[config.mk]
export PLATFORM = sky130hd
export DESIGN_NAME = ethernet_l2_l3_l4_packet_filter_unit
export DESIGN_NICKNAME = d
export VERILOG_FILES = /design/src/sv/pkf_pkg.sv /design/src/sv/pkf_regs.sv /design/src/sv/pkf_parse.sv /design/src/sv/pkf_judge.sv /design/src/sv/ethernet_l2_l3_l4_packet_filter_unit.sv
export SDC_FILE = /design/constraint.sdc
export NUM_CORES = 1
export LEC_CHECK = 0
export BUFFER_PORTS_ARGS = -buffer_cell sky130_fd_sc_hd__buf_4
export CORE_MARGIN = 5
export CORE_UTILIZATION = 58
export CTS_CLUSTER_SIZE = 12
export DETAILED_ROUTE_END_ITERATION = 6
export GPL_TIMING_DRIVEN = 1
export PLACE_DENSITY = 0.85
export RECOVER_POWER = 100
export SETUP_SLACK_MARGIN = 0.2
export SYNTH_ARGS = -nofsm -noshare
export SYNTH_HDL_FRONTEND = slang
export SYNTH_SLANG_ARGS = --single-unit
[constraint.sdc]
create_clock -name clk -period 8.7 [get_ports clk]
set_clock_uncertainty 0.15 [all_clocks]
set_input_delay 0.435 -clock clk [delete_from_list [all_inputs] [get_ports clk]]
set_output_delay 0.435 -clock clk [all_outputs]
set_load 0.005 [all_outputs]
[src/sv/pkf_pkg.sv]
`default_nettype none

package pkf_pkg;

  localparam int QUEUE_COUNT = 64;

  localparam logic [15:0] ET_VLAN    = 16'h8100;
  localparam logic [15:0] ET_IPV4    = 16'h0800;
  localparam logic [15:0] ET_IPV6    = 16'h86DD;
  localparam logic [15:0] ET_ARP     = 16'h0806;
  localparam logic [15:0] ET_LEN_MAX = 16'h0600;

  localparam logic [2:0] PH_ETH  = 3'd0;
  localparam logic [2:0] PH_VLAN = 3'd1;
  localparam logic [2:0] PH_LLC  = 3'd2;
  localparam logic [2:0] PH_SNAP = 3'd3;
  localparam logic [2:0] PH_DONE = 3'd4;

  localparam logic [7:0] LLC_SAP   = 8'hAA;
  localparam logic [7:0] LLC_CTRL  = 8'h03;
  localparam logic [7:0] SNAP_ZERO = 8'h00;

  localparam logic [6:0] HS_ETH   = 7'd14;
  localparam logic [6:0] HS_VLAN  = 7'd18;
  localparam logic [6:0] SNAP_LEN = 7'd8;

  localparam logic [7:0] PROTO_ICMP   = 8'd1;
  localparam logic [7:0] PROTO_TCP    = 8'd6;
  localparam logic [7:0] PROTO_UDP    = 8'd17;
  localparam logic [7:0] PROTO_ICMPV6 = 8'd58;

  localparam logic [4:0] L4_TCP    = 5'b00001;
  localparam logic [4:0] L4_UDP    = 5'b00010;
  localparam logic [4:0] L4_ICMP   = 5'b00100;
  localparam logic [4:0] L4_ICMPV6 = 5'b01000;
  localparam logic [4:0] L4_OTHER  = 5'b10000;

  localparam logic [2:0] REG_ENABLE = 3'd0;
  localparam logic [2:0] REG_L2     = 3'd1;
  localparam logic [2:0] REG_L3     = 3'd2;
  localparam logic [2:0] REG_L4     = 3'd3;
  localparam logic [2:0] REG_SOCKET = 3'd4;

  typedef struct packed {
    logic [7:0] data_byte;
    logic       last_byte;
    logic [5:0] rx_queue;
  } in_word_t;

  typedef struct packed {
    logic       verdict;
    logic [5:0] queue_index;
  } out_word_t;

  typedef struct packed {
    logic        filter_enable;
    logic [2:0]  layer2_mask;
    logic [2:0]  layer3_mask;
    logic [4:0]  layer4_mask;
    logic [63:0] socket_bound_mask;
  } cfg_t;

  typedef struct packed {
    logic [7:0]  byte_offset;
    logic [15:0] ether_type;
    logic        vlan_seen;
    logic [6:0]  header_start;
    logic        llc_snap_match;
    logic [5:0]  ip_header_bytes;
    logic [7:0]  l4_protocol;
    logic [5:0]  held_queue;
    logic [2:0]  l2_phase;
  } pkf_state_t;

endpackage

`default_nettype wire

[src/sv/pkf_regs.sv]
`default_nettype none

module pkf_regs
  import pkf_pkg::*;
(
  input  wire logic        clk,
  input  wire logic        rst,
  input  wire logic        psel,
  input  wire logic        penable,
  input  wire logic        pwrite,
  input  wire logic [5:0]  paddr,
  input  wire logic [63:0] pwdata,
  output logic      [63:0] prdata,
  output logic             pready,
  output cfg_t             cfg
);

  logic [2:0] index;
  logic       wr;

  assign index  = paddr[5:3];
  assign wr     = psel && penable && pwrite;
  assign pready = 1'b1;

  always_ff @(posedge clk) begin
    if (rst) begin
      cfg.filter_enable     <= 1'b1;
      cfg.layer2_mask       <= '0;
      cfg.layer3_mask       <= '0;
      cfg.layer4_mask       <= '0;
      cfg.socket_bound_mask <= '0;
    end else if (wr) begin
      case (index)
        REG_ENABLE: cfg.filter_enable     <= pwdata[0];
        REG_L2:     cfg.layer2_mask       <= pwdata[2:0];
        REG_L3:     cfg.layer3_mask       <= pwdata[2:0];
        REG_L4:     cfg.layer4_mask       <= pwdata[4:0];
        REG_SOCKET: cfg.socket_bound_mask <= pwdata;
        default: ;
      endcase
    end
  end

  always_comb begin
    case (index)
      REG_ENABLE: prdata = {63'd0, cfg.filter_enable};
      REG_L2:     prdata = {61'd0, cfg.layer2_mask};
      REG_L3:     prdata = {61'd0, cfg.layer3_mask};
      REG_L4:     prdata = {59'd0, cfg.layer4_mask};
      REG_SOCKET: prdata = cfg.socket_bound_mask;
      default:    prdata = '0;
    endcase
  end

endmodule

`default_nettype wire

[src/sv/pkf_parse.sv]
`default_nettype none

module pkf_parse
  import pkf_pkg::*;
(
  input  wire logic       clk,
  input  wire logic       rst,
  input  wire logic       fire,
  input  wire in_word_t   item,
  output pkf_state_t      nxt
);

  pkf_state_t  state;
  pkf_state_t  fresh;
  logic [7:0]  p;
  logic [7:0]  b;
  logic [7:0]  k;
  logic [15:0] type_low;

  assign p        = state.byte_offset;
  assign b        = item.data_byte;
  assign k        = (p >= {1'b0, state.header_start}) ?
                    p - {1'b0, state.header_start} : 8'hFF;
  assign type_low = {state.ether_type[15:8], b};

  always_comb begin
    nxt = state;
    if (p == 8'd0) begin
      nxt.held_queue = item.rx_queue;
    end
    case (state.l2_phase)
      PH_ETH: begin
        if (p == 8'd12) nxt.ether_type = {b, 8'h00};
        if (p == 8'd13) begin
          nxt.ether_type = type_low;
          if (type_low == ET_VLAN) begin
            nxt.vlan_seen = 1'b1;
            nxt.l2_phase  = PH_VLAN;
          end else begin
            nxt.header_start   = HS_ETH;
            nxt.llc_snap_match = 1'b1;
            nxt.l2_phase       = (type_low <= ET_LEN_MAX) ? PH_LLC : PH_DONE;
          end
        end
      end
      PH_VLAN: begin
        if (p == 8'd16) nxt.ether_type = {b, 8'h00};
        if (p == 8'd17) begin
          nxt.ether_type     = type_low;
          nxt.header_start   = HS_VLAN;
          nxt.llc_snap_match = 1'b1;
          nxt.l2_phase       = (type_low <= ET_LEN_MAX) ? PH_LLC : PH_DONE;
        end
      end
      PH_LLC: begin
        if (k <= 8'd1 && b != LLC_SAP) nxt.llc_snap_match = 1'b0;
        if (k == 8'd2) begin
          nxt.llc_snap_match = state.llc_snap_match && (b == LLC_CTRL);
          nxt.l2_phase = (state.llc_snap_match && (b == LLC_CTRL)) ? PH_SNAP : PH_DONE;
        end
      end
      PH_SNAP: begin
        if (k >= 8'd3 && k <= 8'd5 && b != SNAP_ZERO) nxt.llc_snap_match = 1'b0;
        if (k == 8'd6 && state.llc_snap_match) nxt.ether_type = {b, 8'h00};
        if (k == 8'd7) begin
          if (state.llc_snap_match) begin
            nxt.ether_type   = type_low;
            nxt.header_start = state.header_start + SNAP_LEN;
          end
          nxt.l2_phase = PH_DONE;
        end
      end
      default: begin
        if (state.ether_type == ET_IPV4) begin
          if (k == 8'd0) nxt.ip_header_bytes = {b[3:0], 2'b00};
          if (k == 8'd9) nxt.l4_protocol = b;
        end else if (state.ether_type == ET_IPV6) begin
          if (k == 8'd6) nxt.l4_protocol = b;
        end
      end
    endcase
    nxt.byte_offset = (p != 8'hFF) ? p + 8'd1 : p;
  end

  always_comb begin
    fresh            = '0;
    fresh.held_queue = nxt.held_queue;
  end

  always_ff @(posedge clk) begin
    if (rst) begin
      state <= '0;
    end else if (fire) begin
      if (item.last_byte) begin
        state <= fresh;
      end else begin
        state <= nxt;
      end
    end
  end

endmodule

`default_nettype wire

[src/sv/pkf_judge.sv]
`default_nettype none

module pkf_judge
  import pkf_pkg::*;
(
  input  wire logic       clk,
  input  wire logic       rst,
  input  wire logic       load,
  input  wire pkf_state_t s,
  input  wire cfg_t       cfg,
  input  wire logic       out_stall,
  output logic            out_valid,
  output out_word_t       out_data,
  output logic            busy
);

  logic [8:0] len;
  logic [8:0] hs;
  logic [8:0] ihl;
  logic [8:0] l4_start;
  logic [8:0] need;
  logic [4:0] l4_bit;
  logic       is_v4;
  logic       is_v6;
  logic       is_arp;
  logic       m2;
  logic       m3;
  logic       m4;
  logic       hdr_bad;
  logic       l4_pass;
  logic       bound;
  logic       verdict;

  assign len    = {1'b0, s.byte_offset};
  assign hs     = {2'b00, s.header_start};
  assign ihl    = {3'b000, s.ip_header_bytes};
  assign is_v4  = (s.ether_type == ET_IPV4);
  assign is_v6  = (s.ether_type == ET_IPV6);
  assign is_arp = (s.ether_type == ET_ARP);

  always_comb begin
    case (s.l4_protocol)
      PROTO_TCP: begin
        l4_bit = L4_TCP;
        need   = 9'd20;
      end
      PROTO_UDP: begin
        l4_bit = L4_UDP;
        need   = 9'd8;
      end
      PROTO_ICMP: begin
        l4_bit = is_v6 ? L4_OTHER : L4_ICMP;
        need   = is_v6 ? 9'd0 : 9'd8;
      end
      PROTO_ICMPV6: begin
        l4_bit = is_v6 ? L4_ICMPV6 : L4_OTHER;
        need   = is_v6 ? 9'd8 : 9'd0;
      end
      default: begin
        l4_bit = L4_OTHER;
        need   = 9'd0;
      end
    endcase
  end

  assign l4_start = is_v4 ? hs + ihl : hs + 9'd40;
  assign hdr_bad  = is_v4 ? (len < hs + 9'd20 || ihl < 9'd20 || len < hs + ihl)
                          : (len < hs + 9'd40);
  assign l4_pass  = ((cfg.layer4_mask & l4_bit) != 5'd0) && (len >= l4_start + need);

  always_comb begin
    m2 = 1'b1;
    if (cfg.layer2_mask != 3'd0) begin
      if (is_arp && !cfg.layer2_mask[2]) m2 = 1'b0;
      if (s.vlan_seen ? !cfg.layer2_mask[1] : !cfg.layer2_mask[0]) m2 = 1'b0;
    end
    m3 = m2;
    if (m2 && cfg.layer3_mask != 3'd0 && !is_arp) begin
      if (is_v4)      m3 = cfg.layer3_mask[0];
      else if (is_v6) m3 = cfg.layer3_mask[1];
      else            m3 = cfg.layer3_mask[2];
    end
    m4 = m3;
    if (m3 && cfg.layer4_mask != 5'd0 && (is_v4 || is_v6)) begin
      m4 = !hdr_bad && l4_pass;
    end
  end

  assign bound = ({1'b0, s.held_queue} < 7'(QUEUE_COUNT)) &&
                 cfg.socket_bound_mask[s.held_queue];

  assign verdict = cfg.filter_enable && (s.l2_phase == PH_DONE) &&
                   ({cfg.layer2_mask, cfg.layer3_mask, cfg.layer4_mask} != 11'd0) &&
                   m4 && bound;

  assign busy = out_valid && out_stall;

  always_ff @(posedge clk) begin
    if (rst) begin
      out_valid <= 1'b0;
    end else if (load) begin
      out_valid <= 1'b1;
    end else if (!out_stall) begin
      out_valid <= 1'b0;
    end
  end

  always_ff @(posedge clk) begin
    if (load) begin
      out_data.verdict     <= verdict;
      out_data.queue_index <= s.held_queue;
    end
  end

endmodule

`default_nettype wire

[src/sv/ethernet_l2_l3_l4_packet_filter_unit.sv]
// Channel   Direction  Handshake             Word
// in        input      in_valid / in_stall   in_word_t: data_byte, last_byte, rx_queue
// out       output     out_valid / out_stall out_word_t: verdict, queue_index
// cfg       input      APB, pready tied high 64-bit registers at 8 * index
//
// One byte is taken every cycle while in_stall is low; each goes through the input register.
// The verdict is registered in the output register once the held last byte is parsed.
// Reset is synchronous and active high; it clears valid flags, parser state and config masks.
// A stalled result holds only the next last byte in the input register; others keep flowing.
`default_nettype none

module ethernet_l2_l3_l4_packet_filter_unit
  import pkf_pkg::*;
(
  input  wire logic        clk,
  input  wire logic        rst,
  input  wire logic        in_valid,
  output logic             in_stall,
  input  wire in_word_t    in_data,
  output logic             out_valid,
  input  wire logic        out_stall,
  output out_word_t        out_data,
  input  wire logic        psel,
  input  wire logic        penable,
  input  wire logic        pwrite,
  input  wire logic [5:0]  paddr,
  input  wire logic [63:0] pwdata,
  output logic      [63:0] prdata,
  output logic             pready
);

  cfg_t       cfg;
  pkf_state_t nxt;
  in_word_t   held;
  logic       held_valid;
  logic       busy;
  logic       fire;

  assign fire     = held_valid && !(held.last_byte && busy);
  assign in_stall = held_valid && !fire;

  always_ff @(posedge clk) begin
    if (rst) begin
      held_valid <= 1'b0;
    end else if (!in_stall) begin
      held_valid <= in_valid;
    end
  end

  always_ff @(posedge clk) begin
    if (!in_stall && in_valid) begin
      held <= in_data;
    end
  end

  pkf_regs u_regs (
    .clk     (clk),
    .rst     (rst),
    .psel    (psel),
    .penable (penable),
    .pwrite  (pwrite),
    .paddr   (paddr),
    .pwdata  (pwdata),
    .prdata  (prdata),
    .pready  (pready),
    .cfg     (cfg)
  );

  pkf_parse u_parse (
    .clk  (clk),
    .rst  (rst),
    .fire (fire),
    .item (held),
    .nxt  (nxt)
  );

  pkf_judge u_judge (
    .clk       (clk),
    .rst       (rst),
    .load      (fire && held.last_byte),
    .s         (nxt),
    .cfg       (cfg),
    .out_stall (out_stall),
    .out_valid (out_valid),
    .out_data  (out_data),
    .busy      (busy)
  );

endmodule

`default_nettype wire

==> flow_summary.ini <==
[run_status]
status = finished, violations left
violations = max-capacitance violations, max-slew violations

[critical_path]
crit_path_end_kind = register
cp-start-kind = register
r2r_start = u_parse.p[0]
path_max_fanout = 11
worst-r2r-cell-count = 28
cp_common_cell = a21oi_1
path_delay_family = adder cells
crit_path_top_delay_cell = fa_1
critPathKind = reg -> reg
cp.required_ps = 8720
cpPeakStageDelay_ps = 550
critPathArrivalTime_ps = 7220
worstReg2RegEnd = u_judge.out_data[6]
crit_buf_inv = 4
worst-r2r-setup-slack_ps = 1500

[placement]
numPortBuffers = 161
placed_area_mm2 = 0.0117
dp_hpwl_um = 23400
gp_congestion = 0.977
pre_cts_ws_ps = 1750

[detailed_routing]
vias = 10700
wl_um = 33100
first_pass_iters = 6
post_drt_wl_per_cell_um = 19.5
post-route-drc-count = 0
via_per_inst = 6.32
ant_nets = 0
first_iter_violations = 1198

[yosys]
syn_avg_cell_area_um2 = 7.78
synthFlopType = dfxtp_1
synth_common_cells = 246 x nand2_1, 134 x dfxtp_1, 115 x a21oi_1
async_flop_share_pct = 0
synth_cell_type_count = 85
syn_inst = 1350
synth_edf_count = 22
synthMostInstantiatedCell = nand2_1
yosysTopAreaCellShare_pct = 25.5
ys_seq_area_share_pct = 31.8
ys_ff_latch = 156
synthesis.nets = 1496
netlist_area_mm2 = 0.0105
synth_area_leader_cell = dfxtp_1
yosys_warnings = 0
synthTopCellsByArea = dfxtp_1 26%, nand2_1 8.8%, edfxtp_1 6.3%, ha_1 6.1%, a21oi_1 5.5%

[cells_and_area]
nNetsFinal = 1597
seq_area_mm2 = 0.00334
multi_input_area_mm2 = 0.00660
antennaDiodeCount = 0
syn_to_final_growth_pct = 16.2
fill_cells = 1499
fin_area_mm2 = 0.0122
drive_gt1_share_pct = 15.2

[power]
vdd_drop_max_v = 0.000135
powerDensity_mw_per_mm2 = 134
power_leakage_uw = 0.00454

[global_routing]
track_usage_pct = 31.1
grt_pass1_vias = 10300
grt_max_degree = 76
grt-ovfl-total = 0
grt_pass1_wl_um = 52000
antenna_found_initial = 0

[floorplan]
dieArea_mm2 = 0.0209
coreArea_mm2 = 0.0179
start_util_pct = 58.7
die_width_um = 145
io_pins = 166
fp.dieH_um = 145
rows = 49

[clock_network]
cts_buffer_depth = 2
cts_max_level = 4
clock-root-buffer = clkbuf_16
postCtsHoldBufs = 0
clk-insertion-delay-late_ps = 430
post_cts_resized = 0
clkTransAtPathRegs_ps = 70
cts_tree = yes
cts_setup_buffers = 0
clock-sinks = 156
numCtsBuffers = 17

[hold_path]
hp-class = in -> reg
hold_depth = 1
hold_end = held[5]
min-delay-start = in_data[5]

[sta]
slew_headroom_pct = -135
finalSetupViolCount = 0
clock.fmax_ghz = 0.139
hold_viol = 0
rsz0062_at_grt = no
fin_ws_ps = 1500
drv_slew = 307
period_minus_slack_ps = 7200
tightestPinTransition_ps = 3520
fin_setup_tns_ps = 0
finalCritPeriodShare_pct = 82.8

[flow_run]
drv_cap = 7
worst register-to-register path: cells and delay by family, from the launching register on:
family / cells / cell delay, ps
xor+xnor: 1 / 230
buf+inv: 4 / 530
simple gates: 7 / 1680
compound gates: 9 / 1530
fa+ha+maj: 5 / 1820
mux: 2 / 540
flops: 1 / 440
state kept, by name (all words and copies together) (netlist names):
register,flops
held,15
held_valid,1
u_judge.out_data,7
u_judge.out_valid,1
u_parse.p,8
u_parse.state,48
u_regs.cfg,76
report_power, final:
group / leakage (µW) / switching, µW / internal, µW
clock: 0.000301 / 336 / 421
sequential: 0.00129 / 14.6 / 741
combinational: 0.00294 / 77.9 / 48.4
kinds of logic (layout without fill, tap and decap cells):
group | count (synthesis) | count (layout) | synth area share (%)
simple gates | 608 | 608 | 28.1
compound gates | 321 | 321 | 20.6
flops | 156 | 156 | 31.8
buf+inv | 134 | 248 | 5.24
fa+ha+maj | 54 | 54 | 6.64
mux | 53 | 53 | 5.61
xor+xnor | 23 | 23 | 1.92
other cells | 1 | 1 | 0.0357
cell type report:
class | count | area share, %
Sequential cell | 156 | 27.4
Clock buffer | 20 | 4.01
Multi-Input combinational cell | 1060 | 54.1
Tap cell | 229 | 2.35
Timing Repair Buffer | 174 | 9.96
Inverter | 42 | 1.29
Clock inverter | 12 | 0.963
through the flow:
step | power, µW | std cells | hold WS, ps | utilization (%)
final | 1640 | 1693 | 50.3 | 68.2
after global routing | 1690 | 1693 | 37.1 | 68.2
after CTS | 1640 | 1693 | 21.7 | 68.8
after detailed placement | 898 | 1661 | 271 | 65.4
after global placement | 896 | 1661 | 263 | 65.4
after floorplan | 835 | 1350 | 254 | -
cell usage in the layout (no fill, tap or decap), drive strengths merged, types with 15 or more instances in the layout:
| cell type | count |
|---|---|
| buf | 131 |
| ha | 51 |
| inv | 50 |
| mux2i | 38 |
| dfxtp | 134 |
| and3 | 19 |
| nor2 | 109 |
| clkbuf | 63 |
| nand2b | 22 |
| nor3 | 23 |
| nand2 | 246 |
| edfxtp | 22 |
| a21oi | 116 |
| a22oi | 37 |
| and2 | 64 |
| xnor2 | 16 |
| nand3 | 33 |
| a31oi | 15 |
| o21ai | 41 |
| nand4 | 25 |
layer usage:
metal / vias up / global-route usage (%) / share of wire, %
met3: 95 / 8.20 / 9.7
met4: 0 / 12.5 / 3.6
met1: 4994 / 39.6 / 40
met2: 591 / 50.2 / 47
met5: - / 0 / 0
li1: 5027 / - / -
worst max path at each step:
| stage | to | startpoint | cells past startpoint |
|---|---|---|---|
| 6_report | u_judge.out_data[6] | u_parse.p[0] | 28 |
| 5_1_grt | u_judge.out_data[6] | u_parse.p[0] | 28 |
| 4_1_cts | u_judge.out_data[6] | u_parse.p[0] | 28 |
| 3_5_place_dp | u_judge.out_data[6] | u_parse.p[0] | 28 |
| 3_3_place_gp | u_judge.out_data[6] | u_parse.p[0] | 27 |
| 2_1_floorplan | u_judge.out_data[6] | u_parse.p[0] | 28 |
Note: power is estimated with default switching activity, not from simulation.
